===== src/assert_macros.svh =====
// ----------------------------------------------------------------------------
// Assertion macros
// Shared concurrent assertion forms for the jump stepper; compiled out when
// NO_ASSERTIONS is set.
// ----------------------------------------------------------------------------
`ifndef ASSERT_MACROS_SVH
`define ASSERT_MACROS_SVH
`ifndef NO_ASSERTIONS
`define MJGS_ASSERT_IMP(lbl, clk, rst, ante, cons, msg) \
   lbl: assert property (@(posedge clk) disable iff (rst) (ante) |-> (cons)) \
      else $error(msg);
`define MJGS_ASSERT_NXT(lbl, clk, rst, ante, cons, msg) \
   lbl: assert property (@(posedge clk) disable iff (rst) (ante) |=> (cons)) \
      else $error(msg);
`else
`define MJGS_ASSERT_IMP(lbl, clk, rst, ante, cons, msg)
`define MJGS_ASSERT_NXT(lbl, clk, rst, ante, cons, msg)
`endif
`endif


===== src/mjgs_pkg.sv =====
// ----------------------------------------------------------------------------
// Jump stepper package
// Types, codes, field layout and fixed constants of the jump stepper.
// ----------------------------------------------------------------------------
package mjgs_pkg;

   localparam int RATE_W       = 24;
   localparam int TIME_W       = 32;
   localparam int COUNT_W      = 16;
   localparam int EXP_W        = 32;
   localparam int UNIF_W       = 32;
   localparam int IDX_FIELD_W  = 2;
   localparam int EXP_SHIFT    = 8;
   localparam int DIVIDEND_W   = EXP_W + EXP_SHIFT;

   localparam int REQ_TUSER_W  = 2;
   localparam int REQ_TDATA_W  = 96;
   localparam int RSP_TUSER_W  = 3;
   localparam int RSP_TDATA_W  = 56;
   localparam int RSP_PAD_W    = RSP_TDATA_W - TIME_W - IDX_FIELD_W - COUNT_W;

   localparam int FROM_LSB     = 0;
   localparam int TO_LSB       = FROM_LSB + IDX_FIELD_W;
   localparam int RATE_LSB     = TO_LSB + IDX_FIELD_W;
   localparam int START_LSB    = RATE_LSB + RATE_W;
   localparam int EXP_LSB      = START_LSB + IDX_FIELD_W;
   localparam int UNIF_LSB     = EXP_LSB + EXP_W;

   localparam int CSR_INDEX_W  = 4;
   localparam int CSR_DATA_W   = 32;

   localparam logic [CSR_INDEX_W-1:0] CSR_TIME_LIMIT = 4'd0;
   localparam logic [CSR_INDEX_W-1:0] CSR_STEP_LIMIT = 4'd1;

   localparam logic [TIME_W-1:0]  TIME_LIMIT_RESET = 32'd655360;
   localparam logic [COUNT_W-1:0] STEP_LIMIT_RESET = 16'd10000;
   localparam logic [TIME_W-1:0]  TIME_MAX         = 32'hFFFF_FFFF;
   localparam logic [COUNT_W-1:0] COUNT_MAX        = 16'hFFFF;

   typedef enum logic [1:0] {
      REQ_WRITE = 2'd0,
      REQ_START = 2'd1,
      REQ_JUMP  = 2'd2
   } req_kind_type;

   typedef enum logic [2:0] {
      ST_WRITTEN = 3'd0,
      ST_IGNORED = 3'd1,
      ST_STARTED = 3'd2,
      ST_JUMPED  = 3'd3,
      ST_TRAPPED = 3'd4,
      ST_TLIMIT  = 3'd5,
      ST_SLIMIT  = 3'd6,
      ST_IDLE    = 3'd7
   } status_type;

   typedef enum logic [2:0] {
      S_IDLE,
      S_SUM,
      S_DIV,
      S_PICK,
      S_DONE
   } state_type;

endpackage


===== src/mjgs_rate_mem.sv =====
// ----------------------------------------------------------------------------
// Rate table memory
// One write port, one read port with registered data; entries never written
// since reset read as zero.
// ----------------------------------------------------------------------------
module mjgs_rate_mem #(
   parameter int ADDR_W = 4
) (
   input  logic                        clock,
   input  logic                        reset,
   input  logic                        wr_en,
   input  logic [ADDR_W-1:0]           wr_addr,
   input  logic [mjgs_pkg::RATE_W-1:0] wr_data,
   input  logic                        rd_en,
   input  logic [ADDR_W-1:0]           rd_addr,
   output logic [mjgs_pkg::RATE_W-1:0] rd_data
);
   import mjgs_pkg::*;

   localparam int DEPTH = 1 << ADDR_W;

   logic [RATE_W-1:0] mem [DEPTH];
   logic [DEPTH-1:0]  vld_ff;
   logic [RATE_W-1:0] rd_raw_ff;
   logic              rd_vld_ff;

   always_ff @(posedge clock) begin
      if (wr_en) begin
         mem[wr_addr] <= wr_data;
      end
      if (rd_en) begin
         rd_raw_ff <= mem[rd_addr];
      end
   end

   always_ff @(posedge clock) begin
      if (reset) begin
         vld_ff    <= '0;
         rd_vld_ff <= 1'b0;
      end else begin
         if (wr_en) begin
            vld_ff[wr_addr] <= 1'b1;
         end
         if (rd_en) begin
            rd_vld_ff <= vld_ff[rd_addr];
         end
      end
   end

   assign rd_data = rd_vld_ff ? rd_raw_ff : '0;

endmodule


===== src/mjgs_div.sv =====
// ----------------------------------------------------------------------------
// Holding time divider
// Restoring division, one quotient bit per cycle, done pulses after the
// last bit.
// ----------------------------------------------------------------------------
module mjgs_div #(
   parameter int DIVISOR_W = 26
) (
   input  logic                            clock,
   input  logic                            reset,
   input  logic                            start,
   input  logic [mjgs_pkg::DIVIDEND_W-1:0] dividend,
   input  logic [DIVISOR_W-1:0]            divisor,
   output logic                            done,
   output logic [mjgs_pkg::DIVIDEND_W-1:0] quotient
);
   import mjgs_pkg::*;

   localparam int CNT_W = $clog2(DIVIDEND_W + 1);

   logic                  busy_ff, busy_in;
   logic                  done_ff, done_in;
   logic [CNT_W-1:0]      cnt_ff, cnt_in;
   logic [DIVISOR_W-1:0]  rem_ff, rem_in;
   logic [DIVISOR_W-1:0]  dvs_ff, dvs_in;
   logic [DIVIDEND_W-1:0] quo_ff, quo_in;
   logic [DIVISOR_W:0]    rem_sh;
   logic [DIVISOR_W:0]    rem_diff;
   logic                  ge;

   always_comb begin
      rem_sh   = {rem_ff, quo_ff[DIVIDEND_W-1]};
      ge       = rem_sh >= {1'b0, dvs_ff};
      rem_diff = rem_sh - {1'b0, dvs_ff};
      busy_in  = busy_ff;
      done_in  = 1'b0;
      cnt_in   = cnt_ff;
      rem_in   = rem_ff;
      dvs_in   = dvs_ff;
      quo_in   = quo_ff;
      if (start) begin
         busy_in = 1'b1;
         cnt_in  = CNT_W'(DIVIDEND_W);
         rem_in  = '0;
         dvs_in  = divisor;
         quo_in  = dividend;
      end else if (busy_ff) begin
         rem_in = ge ? rem_diff[DIVISOR_W-1:0] : rem_sh[DIVISOR_W-1:0];
         quo_in = {quo_ff[DIVIDEND_W-2:0], ge};
         cnt_in = cnt_ff - 1'b1;
         if (cnt_ff == CNT_W'(1)) begin
            busy_in = 1'b0;
            done_in = 1'b1;
         end
      end
   end

   always_ff @(posedge clock) begin
      if (reset) begin
         busy_ff <= 1'b0;
         done_ff <= 1'b0;
         cnt_ff  <= '0;
      end else begin
         busy_ff <= busy_in;
         done_ff <= done_in;
         cnt_ff  <= cnt_in;
      end
   end

   always_ff @(posedge clock) begin
      rem_ff <= rem_in;
      dvs_ff <= dvs_in;
      quo_ff <= quo_in;
   end

   assign done     = done_ff;
   assign quotient = quo_ff;

endmodule


===== src/markov_jump_gillespie_step_core.sv =====
// ----------------------------------------------------------------------------
// Markov jump stepper core
// Direct-method stochastic stepper: rate table in memory, row sum, iterative
// holding time division and cumulative destination pick.
// ----------------------------------------------------------------------------
//  channel | direction | accepted when          | carries
//  req_    | in        | req_tvalid & req_tready | rate write, start, jump
//  rsp_    | out       | rsp_tvalid & rsp_tready | status, time, state, count
//  csr_    | in        | csr_valid & csr_ready   | time_limit, step_limit
//
// Write, start and idle items go from idle to the done state and back; a
// jump that runs to the pick scans its row through the one read port of the
// rate memory to sum it, runs the bit-serial divider, scans the row again to
// pick the destination, then loads the result and returns to idle.
// Reset is synchronous; the rate table reads as zero after reset, no sweep.
// A new item is taken while the previous result waits in the output register;
// only the final result load waits on rsp_tready.
// ----------------------------------------------------------------------------
`include "assert_macros.svh"

module markov_jump_gillespie_step_core #(
   parameter int NUM_STATES = 4
) (
   input  logic                             clock,
   input  logic                             reset,
   // tuser: req_type[1:0]
   input  logic [mjgs_pkg::REQ_TUSER_W-1:0] req_tuser,
   // tdata: src_state[1:0], dst_state[3:2], rate_value[27:4],
   //        start_state[29:28], exp_sample[61:30], uniform_pick[93:62]
   input  logic [mjgs_pkg::REQ_TDATA_W-1:0] req_tdata,
   input  logic                             req_tvalid,
   output logic                             req_tready,
   // tuser: status[2:0]
   output logic [mjgs_pkg::RSP_TUSER_W-1:0] rsp_tuser,
   // tdata: sim_time[31:0], sim_state[33:32], jump_count[49:34]
   output logic [mjgs_pkg::RSP_TDATA_W-1:0] rsp_tdata,
   output logic                             rsp_tvalid,
   input  logic                             rsp_tready,
   input  logic                             csr_valid,
   output logic                             csr_ready,
   input  logic [mjgs_pkg::CSR_INDEX_W-1:0] csr_index,
   input  logic [mjgs_pkg::CSR_DATA_W-1:0]  csr_data
);
   import mjgs_pkg::*;

   localparam int SW     = $clog2(NUM_STATES);
   localparam int IXW    = $clog2(NUM_STATES + 1);
   localparam int EW     = SW + IDX_FIELD_W;
   localparam int AW     = 2 * SW;
   localparam int LW     = RATE_W + SW;
   localparam int PROD_W = UNIF_W + LW;

   state_type             state_ff, state_in;
   status_type            res_status_ff, res_status_in;
   logic [SW-1:0]         row_ff, row_in;
   logic [TIME_W-1:0]     time_ff, time_in;
   logic [COUNT_W-1:0]    steps_ff, steps_in;
   logic                  active_ff, active_in;
   logic [TIME_W-1:0]     tlim_ff;
   logic [COUNT_W-1:0]    slim_ff;
   logic [EXP_W-1:0]      exp_ff, exp_in;
   logic [UNIF_W-1:0]     unif_ff, unif_in;
   logic [IXW-1:0]        idx_ff, idx_in;
   logic                  rd_vld_ff, rd_vld_in;
   logic [SW-1:0]         rd_col_ff, rd_col_in;
   logic [LW-1:0]         lambda_ff, lambda_in;
   logic [LW-1:0]         prod_hi_ff, prod_hi_in;
   logic [LW-1:0]         cum_ff, cum_in;
   logic [SW-1:0]         pick_ff, pick_in;
   logic [TIME_W-1:0]     new_time_ff, new_time_in;
   logic                  rsp_valid_ff, rsp_valid_in;
   logic [RSP_TDATA_W-1:0] rsp_data_ff, rsp_data_in;
   logic [RSP_TUSER_W-1:0] rsp_user_ff, rsp_user_in;

   logic [EW-1:0]         from_w, to_w, start_w, start_sel, row_out_w;
   logic                  wr_ok;
   logic                  mem_wr_en, mem_rd_en;
   logic [AW-1:0]         mem_wr_addr, mem_rd_addr;
   logic [RATE_W-1:0]     rd_data;
   logic                  div_start, div_done;
   logic [DIVIDEND_W-1:0] div_quo;
   logic [TIME_W-1:0]     tau_sat, time_new;
   logic [TIME_W:0]       time_sum;
   logic [PROD_W-1:0]     prod_w;
   logic [LW-1:0]         cum_sum;
   logic                  issue, col_use, hit, commit;
   logic [COUNT_W-1:0]    steps_inc, out_count;
   logic [TIME_W-1:0]     out_time;
   logic [SW-1:0]         out_row;

   assign from_w    = {{SW{1'b0}}, req_tdata[FROM_LSB +: IDX_FIELD_W]};
   assign to_w      = {{SW{1'b0}}, req_tdata[TO_LSB +: IDX_FIELD_W]};
   assign start_w   = {{SW{1'b0}}, req_tdata[START_LSB +: IDX_FIELD_W]};
   assign wr_ok     = (from_w != to_w) && (from_w < EW'(NUM_STATES)) &&
                      (to_w < EW'(NUM_STATES));
   assign start_sel = (start_w < EW'(NUM_STATES)) ? start_w : EW'(NUM_STATES - 1);

   assign mem_wr_en   = req_tvalid && req_tready && (req_tuser == REQ_WRITE) && wr_ok;
   assign mem_wr_addr = {from_w[SW-1:0], to_w[SW-1:0]};
   assign mem_rd_addr = {row_ff, idx_ff[SW-1:0]};

   mjgs_rate_mem #(
      .ADDR_W (AW)
   ) u_rate_mem (
      .clock   (clock),
      .reset   (reset),
      .wr_en   (mem_wr_en),
      .wr_addr (mem_wr_addr),
      .wr_data (req_tdata[RATE_LSB +: RATE_W]),
      .rd_en   (mem_rd_en),
      .rd_addr (mem_rd_addr),
      .rd_data (rd_data)
   );

   mjgs_div #(
      .DIVISOR_W (LW)
   ) u_div (
      .clock    (clock),
      .reset    (reset),
      .start    (div_start),
      .dividend ({exp_ff, {EXP_SHIFT{1'b0}}}),
      .divisor  (lambda_ff),
      .done     (div_done),
      .quotient (div_quo)
   );

   assign tau_sat  = (div_quo[DIVIDEND_W-1:TIME_W] != '0) ? TIME_MAX :
                     div_quo[TIME_W-1:0];
   assign time_sum = {1'b0, time_ff} + {1'b0, tau_sat};
   assign time_new = time_sum[TIME_W] ? TIME_MAX : time_sum[TIME_W-1:0];
   assign prod_w   = PROD_W'(unif_ff) * PROD_W'(lambda_ff);
   assign prod_hi_in = prod_w[PROD_W-1:UNIF_W];
   assign cum_sum  = cum_ff + LW'(rd_data);
   assign col_use  = rd_vld_ff && (rd_col_ff != row_ff);
   assign hit      = (state_ff == S_PICK) && col_use && (prod_hi_ff < cum_sum);
   assign commit   = !rsp_valid_ff || rsp_tready;
   assign steps_inc = (steps_ff != COUNT_MAX) ? steps_ff + 1'b1 : steps_ff;

   always_comb begin
      out_row   = row_ff;
      out_time  = time_ff;
      out_count = steps_ff;
      case (res_status_ff)
         ST_STARTED: begin
            out_row   = pick_ff;
            out_time  = '0;
            out_count = '0;
         end
         ST_JUMPED: begin
            out_row   = pick_ff;
            out_time  = new_time_ff;
            out_count = steps_inc;
         end
         default: begin
         end
      endcase
   end

   assign row_out_w = {{IDX_FIELD_W{1'b0}}, out_row};

   always_comb begin
      state_in      = state_ff;
      res_status_in = res_status_ff;
      row_in        = row_ff;
      time_in       = time_ff;
      steps_in      = steps_ff;
      active_in     = active_ff;
      exp_in        = exp_ff;
      unif_in       = unif_ff;
      idx_in        = idx_ff;
      rd_vld_in     = 1'b0;
      rd_col_in     = idx_ff[SW-1:0];
      lambda_in     = lambda_ff;
      cum_in        = cum_ff;
      pick_in       = pick_ff;
      new_time_in   = new_time_ff;
      rsp_valid_in  = rsp_valid_ff && !rsp_tready;
      rsp_data_in   = rsp_data_ff;
      rsp_user_in   = rsp_user_ff;
      mem_rd_en     = 1'b0;
      div_start     = 1'b0;
      issue         = 1'b0;
      req_tready    = 1'b0;
      case (state_ff)
         S_IDLE: begin
            req_tready = 1'b1;
            if (req_tvalid) begin
               exp_in   = req_tdata[EXP_LSB +: EXP_W];
               unif_in  = req_tdata[UNIF_LSB +: UNIF_W];
               state_in = S_DONE;
               case (req_tuser)
                  REQ_WRITE: begin
                     res_status_in = wr_ok ? ST_WRITTEN : ST_IGNORED;
                  end
                  REQ_START: begin
                     pick_in       = start_sel[SW-1:0];
                     res_status_in = ST_STARTED;
                  end
                  REQ_JUMP: begin
                     if (!active_ff) begin
                        res_status_in = ST_IDLE;
                     end else if (steps_ff >= slim_ff) begin
                        res_status_in = ST_SLIMIT;
                     end else if (time_ff >= tlim_ff) begin
                        res_status_in = ST_TLIMIT;
                     end else begin
                        idx_in    = '0;
                        lambda_in = '0;
                        state_in  = S_SUM;
                     end
                  end
                  default: begin
                     res_status_in = ST_IDLE;
                  end
               endcase
            end
         end
         S_SUM: begin
            issue     = idx_ff != IXW'(NUM_STATES);
            mem_rd_en = issue;
            rd_vld_in = issue;
            if (issue) begin
               idx_in = idx_ff + 1'b1;
            end
            if (col_use) begin
               lambda_in = lambda_ff + LW'(rd_data);
            end
            if (!issue && !rd_vld_ff) begin
               if (lambda_ff == '0) begin
                  res_status_in = ST_TRAPPED;
                  state_in      = S_DONE;
               end else begin
                  div_start = 1'b1;
                  state_in  = S_DIV;
               end
            end
         end
         S_DIV: begin
            if (div_done) begin
               if (time_new >= tlim_ff) begin
                  res_status_in = ST_TLIMIT;
                  state_in      = S_DONE;
               end else begin
                  new_time_in = time_new;
                  idx_in      = '0;
                  cum_in      = '0;
                  state_in    = S_PICK;
               end
            end
         end
         S_PICK: begin
            issue     = (idx_ff != IXW'(NUM_STATES)) && !hit;
            mem_rd_en = issue;
            rd_vld_in = issue;
            if (issue) begin
               idx_in = idx_ff + 1'b1;
            end
            if (col_use) begin
               cum_in = cum_sum;
            end
            if (hit) begin
               pick_in       = rd_col_ff;
               res_status_in = ST_JUMPED;
               state_in      = S_DONE;
            end else if (!issue && !rd_vld_ff) begin
               pick_in       = row_ff;
               res_status_in = ST_JUMPED;
               state_in      = S_DONE;
            end
         end
         S_DONE: begin
            if (commit) begin
               rsp_valid_in = 1'b1;
               rsp_user_in  = res_status_ff;
               rsp_data_in  = {{RSP_PAD_W{1'b0}}, out_count,
                               row_out_w[IDX_FIELD_W-1:0], out_time};
               row_in       = out_row;
               time_in      = out_time;
               steps_in     = out_count;
               case (res_status_ff)
                  ST_STARTED: begin
                     active_in = 1'b1;
                  end
                  ST_TRAPPED, ST_TLIMIT, ST_SLIMIT: begin
                     active_in = 1'b0;
                  end
                  default: begin
                  end
               endcase
               state_in = S_IDLE;
            end
         end
         default: begin
            state_in = S_IDLE;
         end
      endcase
   end

   always_ff @(posedge clock) begin
      if (reset) begin
         state_ff     <= S_IDLE;
         row_ff       <= '0;
         time_ff      <= '0;
         steps_ff     <= '0;
         active_ff    <= 1'b0;
         rd_vld_ff    <= 1'b0;
         rsp_valid_ff <= 1'b0;
      end else begin
         state_ff     <= state_in;
         row_ff       <= row_in;
         time_ff      <= time_in;
         steps_ff     <= steps_in;
         active_ff    <= active_in;
         rd_vld_ff    <= rd_vld_in;
         rsp_valid_ff <= rsp_valid_in;
      end
   end

   always_ff @(posedge clock) begin
      res_status_ff <= res_status_in;
      exp_ff        <= exp_in;
      unif_ff       <= unif_in;
      idx_ff        <= idx_in;
      rd_col_ff     <= rd_col_in;
      lambda_ff     <= lambda_in;
      prod_hi_ff    <= prod_hi_in;
      cum_ff        <= cum_in;
      pick_ff       <= pick_in;
      new_time_ff   <= new_time_in;
      rsp_data_ff   <= rsp_data_in;
      rsp_user_ff   <= rsp_user_in;
   end

   always_ff @(posedge clock) begin
      if (reset) begin
         tlim_ff <= TIME_LIMIT_RESET;
         slim_ff <= STEP_LIMIT_RESET;
      end else if (csr_valid) begin
         case (csr_index)
            CSR_TIME_LIMIT: tlim_ff <= csr_data;
            CSR_STEP_LIMIT: slim_ff <= csr_data[COUNT_W-1:0];
            default: begin
            end
         endcase
      end
   end

   assign csr_ready  = 1'b1;
   assign rsp_tvalid = rsp_valid_ff;
   assign rsp_tdata  = rsp_data_ff;
   assign rsp_tuser  = rsp_user_ff;

   `MJGS_ASSERT_IMP(a_div_done_in_div, clock, reset, div_done, state_ff == S_DIV, "divider done outside divide phase")
   `MJGS_ASSERT_IMP(a_pick_below_lambda, clock, reset, state_ff == S_PICK, prod_hi_ff < lambda_ff, "pick target not below row sum")
   `MJGS_ASSERT_IMP(a_jump_has_rate, clock, reset, (state_ff == S_DONE) && (res_status_ff == ST_JUMPED), lambda_ff != '0, "jump with zero row sum")
   `MJGS_ASSERT_NXT(a_stop_clears_run, clock, reset, (state_ff == S_DONE) && commit && ((res_status_ff == ST_TRAPPED) || (res_status_ff == ST_TLIMIT) || (res_status_ff == ST_SLIMIT)), !active_ff, "run still active after stop")

endmodule


===== config.mk =====
export PLATFORM = sky130hd
export DESIGN_NAME = markov_jump_gillespie_step_core
export DESIGN_NICKNAME = d
export VERILOG_FILES = /design/src/mjgs_pkg.sv /design/src/mjgs_rate_mem.sv /design/src/mjgs_div.sv /design/src/markov_jump_gillespie_step_core.sv
export VERILOG_INCLUDE_DIRS = /design/src /design/src/src
export SDC_FILE = /design/constraint.sdc
export NUM_CORES = 2
export LEC_CHECK = 0
export ABC_AREA = 1
export BUFFER_PORTS_ARGS = -buffer_cell sky130_fd_sc_hd__buf_2
export CAP_MARGIN = 10
export CORE_ASPECT_RATIO = 0.7
export CORE_MARGIN = 2
export CORE_UTILIZATION = 30
export CTS_CLUSTER_DIAMETER = 150
export DETAILED_ROUTE_END_ITERATION = 8
export SLEW_MARGIN = 20
export SYNTH_ARGS = -nofsm -noshare
export SYNTH_HDL_FRONTEND = slang
export SYNTH_SLANG_ARGS = --single-unit
export TNS_END_PERCENT = 100

===== constraint.sdc =====
create_clock -name clock -period 18.4 [get_ports clock]
set_clock_uncertainty 0.2 [all_clocks]
set_input_delay 4.6 -clock clock [delete_from_list [all_inputs] [get_ports clock]]
set_output_delay 4.6 -clock clock [all_outputs]
set_load 0.01 [all_outputs]

After elaboration in Yosys (flattened, before gate mapping)

Memory sizes are Yosys's and may differ from the RTL's. A register that Yosys moved wholly into a read port is not among the register bits.
Cells that the tools add are included.
W data, S select, Z words.

Input port bits: 139
Memories: 1
Bits in writable memories: 384
Output and inout bits: 62
Word-level logic and storage cells: 219
Flip-flop bits (word level): 458

Memories:

| memory         | words | width | read ports | clocked after Yosys merged registers in | write ports | RTL line            | source |
|---|---|---|---|---|---|---|---|
| u_rate_mem.mem | 16    | 24    | 1          | 1                                       | 1           | mjgs_rate_mem.sv:22 | `logic [RATE_W-1:0] mem [DEPTH];` |

$add $sub $neg: 7
Reductions and logical operators: 47
Equality and inequality tests: 35
Multiplexer cells: 83
Multipliers: 1
Bitwise gates (word level): 3
Magnitude comparators: 11

Operator list:

| cell                    | number |
|---|---|
| $mux W26                | 10 |
| $pmux W26 S2            | 2 |
| $mux W3                 | 31 |
| $mux W40                | 2 |
| $ge A32 B32 Y1          | 2 |
| $mux W32                | 2 |
| $pmux W32 S2            | 1 |
| $mul A32 B26 Y58        | 1 |
| $add A26 B24 Y26        | 2 |
| $add A32 B32 Y33        | 1 |
| $pmux W16 S2            | 1 |
| $ge A27 B26 Y1          | 1 |
| $logic_not A26 Y1       | 1 |
| $lt A26 B26 Y1          | 1 |
| $sub A26 B26 Y26        | 1 |
| $mux W24                | 1 |
| $ne A2 B2 Y1 const B    | 12 |
| $pmux W3 S4             | 2 |
| $add A16 B1 Y16 const B | 1 |
| $ge A16 B16 Y1          | 1 |
| $mux W16                | 1 |
| $ne A16 B16 Y1 const B  | 1 |
| $or A16 B16 Y16         | 1 |
| $mux W1                 | 15 |
| 44 further kinds        | 93 |

Logic depth before layout (Yosys ltp)

Word-level depth: 11
Gate-level depth with buffers: 33
Mapped depth without buffers: 31

Modules after synthesis

A second synthesis with hierarchy kept.

Cells, all modules: 8142
Area total of the unflattened synthesis: 70337.5 um^2

Modules (own cells, without submodules):

| module                          | area an instance (um^2) | cells each | times used | sequential area each (um^2) |
|---|---|---|---|---|
| markov_jump_gillespie_step_core | 47416.7                 | 5972       | 1          | 8918.6 |
| mjgs_rate_mem                   | 16714.8                 | 1306       | 1          | 12592.1 |
| mjgs_div                        | 6206.0                  | 864        | 1          | 2662.6 |

Least setup slack after synthesis

OpenSTA, ideal clock, no wires.

Path type: input to register
Start: input req_tvalid
End: memory u_rate_mem.mem[12][0] (enable)
Required time: 17.762 ns
Arrival: 8.537 ns
Path buffers: 0
Stages on the path: 6
Path slack: 9.226 ns
Library setup time: 0.438 ns
Cells stage by stage: inv_1 -> nor2_2 -> inv_2 -> nor3_4 -> nand2_2 -> nor3_1

Word-level cells in the longest chain between the ends: 5

Ends and longest elaborated chain:

| item                             | RTL line                              | source |
|---|---|---|
| start: declaration               | markov_jump_gillespie_step_core.sv:31 | `input logic req_tvalid,` |
| $logic_and A1 B1 Y1 (3 in a row) | markov_jump_gillespie_step_core.sv:98 | `assign mem_wr_en = req_tvalid && req_tready && (req_tuser == REQ_WRITE) && wr_ok;` |
| $mux W1                          | mjgs_rate_mem.sv:28                   | `if (wr_en) begin` |
| $mux W1 (not written as such)    | mjgs_rate_mem.sv:29                   | `mem[wr_addr] <= wr_data;` |
| end: declaration                 | mjgs_rate_mem.sv:22                   |  |

Every way passes these cells.

Worst setup path in the final report

Start: register lambda_ff[14]
End: register prod_hi_ff[10]

Word-level cells in the longest chain between the ends: 1

Ends and longest elaborated chain:

| item                     | RTL line                               | source |
|---|---|---|
| start: declaration       | markov_jump_gillespie_step_core.sv:66  | `logic [LW-1:0] lambda_ff, lambda_in;` |
| start signal: assignment | markov_jump_gillespie_step_core.sv:325 | `lambda_ff <= lambda_in;` |
| $mul A32 B26 Y58         | markov_jump_gillespie_step_core.sv:131 | `assign prod_w = PROD_W'(unif_ff) * PROD_W'(lambda_ff);` |
| net prod_w[42]           | markov_jump_gillespie_step_core.sv:84  | `logic [PROD_W-1:0] prod_w;` |
| end signal: assignment   | markov_jump_gillespie_step_core.sv:326 | `prod_hi_ff <= prod_hi_in;` |
| end: declaration         | markov_jump_gillespie_step_core.sv:67  | `logic [LW-1:0] prod_hi_ff, prod_hi_in;` |

The timed path passes the listed nets, and every way through them passes these cells.
A chain may end at the register's enable or synchronous reset.

==> results.tsv <==
metric	value	unit
highest metal used	met5	
first-pass GRT wire length	314000	um
crit path max fanout	32	
DRC Markers	0	
Post-synth ARST share	0	%
delay-heaviest family, CP	adder cells	
Layout Area Growth over Synthesis	10.8	%
post-synth top area cell	edfxtp_1	
post-synthesis mux area share	0	%
antenna violations before repair	17	
drt total wl	201000	um
Die Wd	580	um
Initial DRC Count	4746	
core box area	230000	um2
GRT Total Usage	16.9	%
worst skew pair latency	0.71	ns
Die Ht	407	um
cell row count	147	
largest net degree at the start of global routing	109	
fmax	0.133	GHz
hold endpoint	u_div.quotient[7]$_SDFFE_PP0P_	
post_cts resized	0	
max_slew headroom	26.8	%
Placed Cells	11000	
Synth Area in XOR/XNOR	1.02	%
met2 wire len	87100	um
ANT nets after route	0	
total grt overflow	0	
Post-Synth Simple-Gate Area	15.1	%
Final nets	9331	
Hold Path Cell Cnt	2	
port bufs	191	
synth warn	0	
RePlAce Congestion	0.932	
Synth Register Bits	866	
hold_ws	0.231	ns
DR WL met3	13800	um
Tmin final	7.51	ns
htree depth	3	
vias	53200	
setup TNS	0	ns
reg2reg start	lambda_ff[14]$_SDFFCE_PN0P_	
share of cells above drive strength 1	6.59	%
cts bufs inserted	89	
First-pass DRT Iterations	5	
cts-stage hold buffer count	0	
routed len/inst	17.9	um
clock buffer depth	3	
Crit Path Class	reg -> reg	
Worst Setup End Kind	flop	
mean post-synth cell area	8.77	um2
CP max stage cell	buf_4	
die area	236000	um2
vias in the first global route	54000	
Cell Count, Final, Fillers Out	11200	
Area contributors post-synth	edfxtp_1, fa_1, inv_1	
HP Class	reg -> reg	
setup violators final	0	
largest family of logic cells by synthesized area	adder cells	
post-CTS setup buffers	0	
Final Core Density	33.6	%
Reg2Reg Setup Slack	10.89	ns
crit path launch type	flop	
Routed met1 length	95400	um
I/O Pins	201	
Max-Cap Viols	0	
Adder-Cell Fraction of Synth Area	28.1	%
Slew Limit Fails	0	
hpwl dp	142000	um
worst path cell trace	buf_4, nand2_1, fa_1, fa_1, fa_1, fa_1, fa_1, fa_1, fa_1, inv_1, ha_1, inv_1, o21ai_0, a31oi_1, o21ai_0, a21oi_1, nand3_1, xor2_1	
actual slew at the worst max-slew pin	1.10	ns
R2R depth	18	
Root Driver	clkbuf_16	
initial core utilization	30.3	%
Mapped Area	69700	um2
Crit path required time	18.76	ns
post-synthesis sequential area ratio	34.6	%
Post-Synthesis Cells	7943	
arrival time worst endpoint	7.87	ns
Synth Area in Compound Gates	9.64	%
Clock transition at path regs	0.07	ns
most used cell, CP	fa_1	
unrepaired setup endpoints after global routing	no	
reg2reg end	prod_hi_ff[10]$_DFF_P_	
crit-path max cell delay	0.62	ns
outcome	complete, no violations	
Bufs and invs on worst path	3	
CTS tree	built	
Primary FF master, synth	edfxtp_1	
CTS Sinks	866	
post-synth top area share	29.1	%
hold wc startpoint	u_div.quotient[6]$_SDFFE_PP0P_	
Hold Vio Cnt, Final	0	
Netlist cell types	69	
Final period util	40.8	%
via-per-instance ratio	4.76	
Post-synth EDFFs	675	
[cell usage in the layout (no fill, tap or decap), drive strengths merged, types with 64 or more instances in the layout]
| cell type | netlist | layout |
|---|---|---|
| edfxtp | 675 | 675 |
| a21oi | 360 | 360 |
| nand4 | 64 | 64 |
| nand3 | 182 | 182 |
| dfxtp | 191 | 191 |
| o221ai | 72 | 72 |
| conb | 2 | 103 |
| inv | 1747 | 1753 |
| clkbuf | 316 | 110 |
| fa | 721 | 721 |
| buf | 44 | 287 |
| nor2 | 612 | 612 |
| o21ai | 505 | 505 |
| ha | 409 | 409 |
| nand2 | 1621 | 1621 |
[layer usage]
layer / GRT usage, % / vias to the layer above
met1: 24.9 / 26200
met2: 26.0 / 1705
met4: 3.67 / 6
met5: 0 / -
li1: - / 25000
met3: 2.52 / 257
[worst reg2reg max path, stage by stage (launching register included)]
cell and delay [ns]:
edfxtp_1 0.60, buf_4 0.63, nand2_1 0.22, fa_1 0.59, fa_1 0.44, fa_1 0.51
fa_1 0.58, fa_1 0.45, fa_1 0.48, fa_1 0.53, inv_1 0.05, ha_1 0.32
inv_1 0.09, o21ai_0 0.22, a31oi_1 0.23, o21ai_0 0.56, a21oi_1 0.09, nand3_1 0.19
xor2_1 0.37
[worst max path at each step]
stage / startpoint / endpoint / cells after the start
global placement: lambda_ff[14]$_SDFFCE_PN0P_ / prod_hi_ff[10]$_DFF_P_ / 18
finish: lambda_ff[14]$_SDFFCE_PN0P_ / prod_hi_ff[10]$_DFF_P_ / 18
global route: lambda_ff[14]$_SDFFCE_PN0P_ / prod_hi_ff[22]$_DFF_P_ / 22
CTS: lambda_ff[14]$_SDFFCE_PN0P_ / prod_hi_ff[10]$_DFF_P_ / 24
floorplan: req_tvalid / u_rate_mem.mem[12][0]$_DFFE_PP_ / 6
detailed placement: lambda_ff[14]$_SDFFCE_PN0P_ / prod_hi_ff[10]$_DFF_P_ / 24
[cells in the mapped netlist (all sizes together) (26+ instances only)]
cell / count
nor2: 612
xor2: 50
edfxtp: 675
a21oi: 360
nand2: 1621
dfxtp: 191
nand4: 64
ha: 409
o221ai: 72
o211ai: 42
o21a: 26
a211oi: 38
buf: 44
nor3: 52
xnor2: 31
o21ai: 505
o21bai: 30
inv: 1747
clkbuf: 316
nand3: 182
fa: 721
[kinds of logic (layout without fill, tap and decap cells)]
kind of cell               after synthesis  after routing
buffers and inverters                 2109           2203
DFF                                    866            866
AOI/OAI and AO/OA                     1169           1169
adders and majority gates             1130           1130
xor gates and xnor gates                81             81
other                                    2            104
and+or+nand+nor                       2586           2586
[cell type report]
| cell class | instances | area [um2] |
|---|---|---|
| fillers | 23600 | 153000 |
| multi-input cells | 5069 | 38000 |
| flip-flops and latches | 866 | 24100 |
| inverters | 1749 | 6580 |
| well taps | 3054 | 3820 |
| clock buffers | 110 | 2370 |
| repair buffers | 287 | 1690 |
| clock inverters | 57 | 684 |
| diodes | 1 | 2.50 |
[stage by stage]
stage          instance area (um2)  setup slack (ns)
2_1_floorplan                70000              9.23
3_3_place_gp                 74100             11.06
3_5_place_dp                 74100             11.07
4_1_cts                      77200             11.06
5_1_grt                      77200             10.67
6_report                     77200             10.89
[state kept, by name, summed over array words and instances (netlist names), 6 cells and up]
signal	count
u_div.quotient	40
new_time_ff	32
cum_ff	26
u_rate_mem.mem	384
time_ff	32
u_div.rem_ff	26
steps_ff	16
u_rate_mem.vld_ff	16
slim_ff	16
rsp_tdata	50
u_rate_mem.rd_raw_ff	24
tlim_ff	32
exp_ff	32
prod_hi_ff	26
lambda_ff	26
u_div.dvs_ff	26
u_div.cnt_ff	6
unif_ff	32
Power is not shown: default switching activity piles up to over one toggle a cycle in this logic, so the estimate is an artifact.
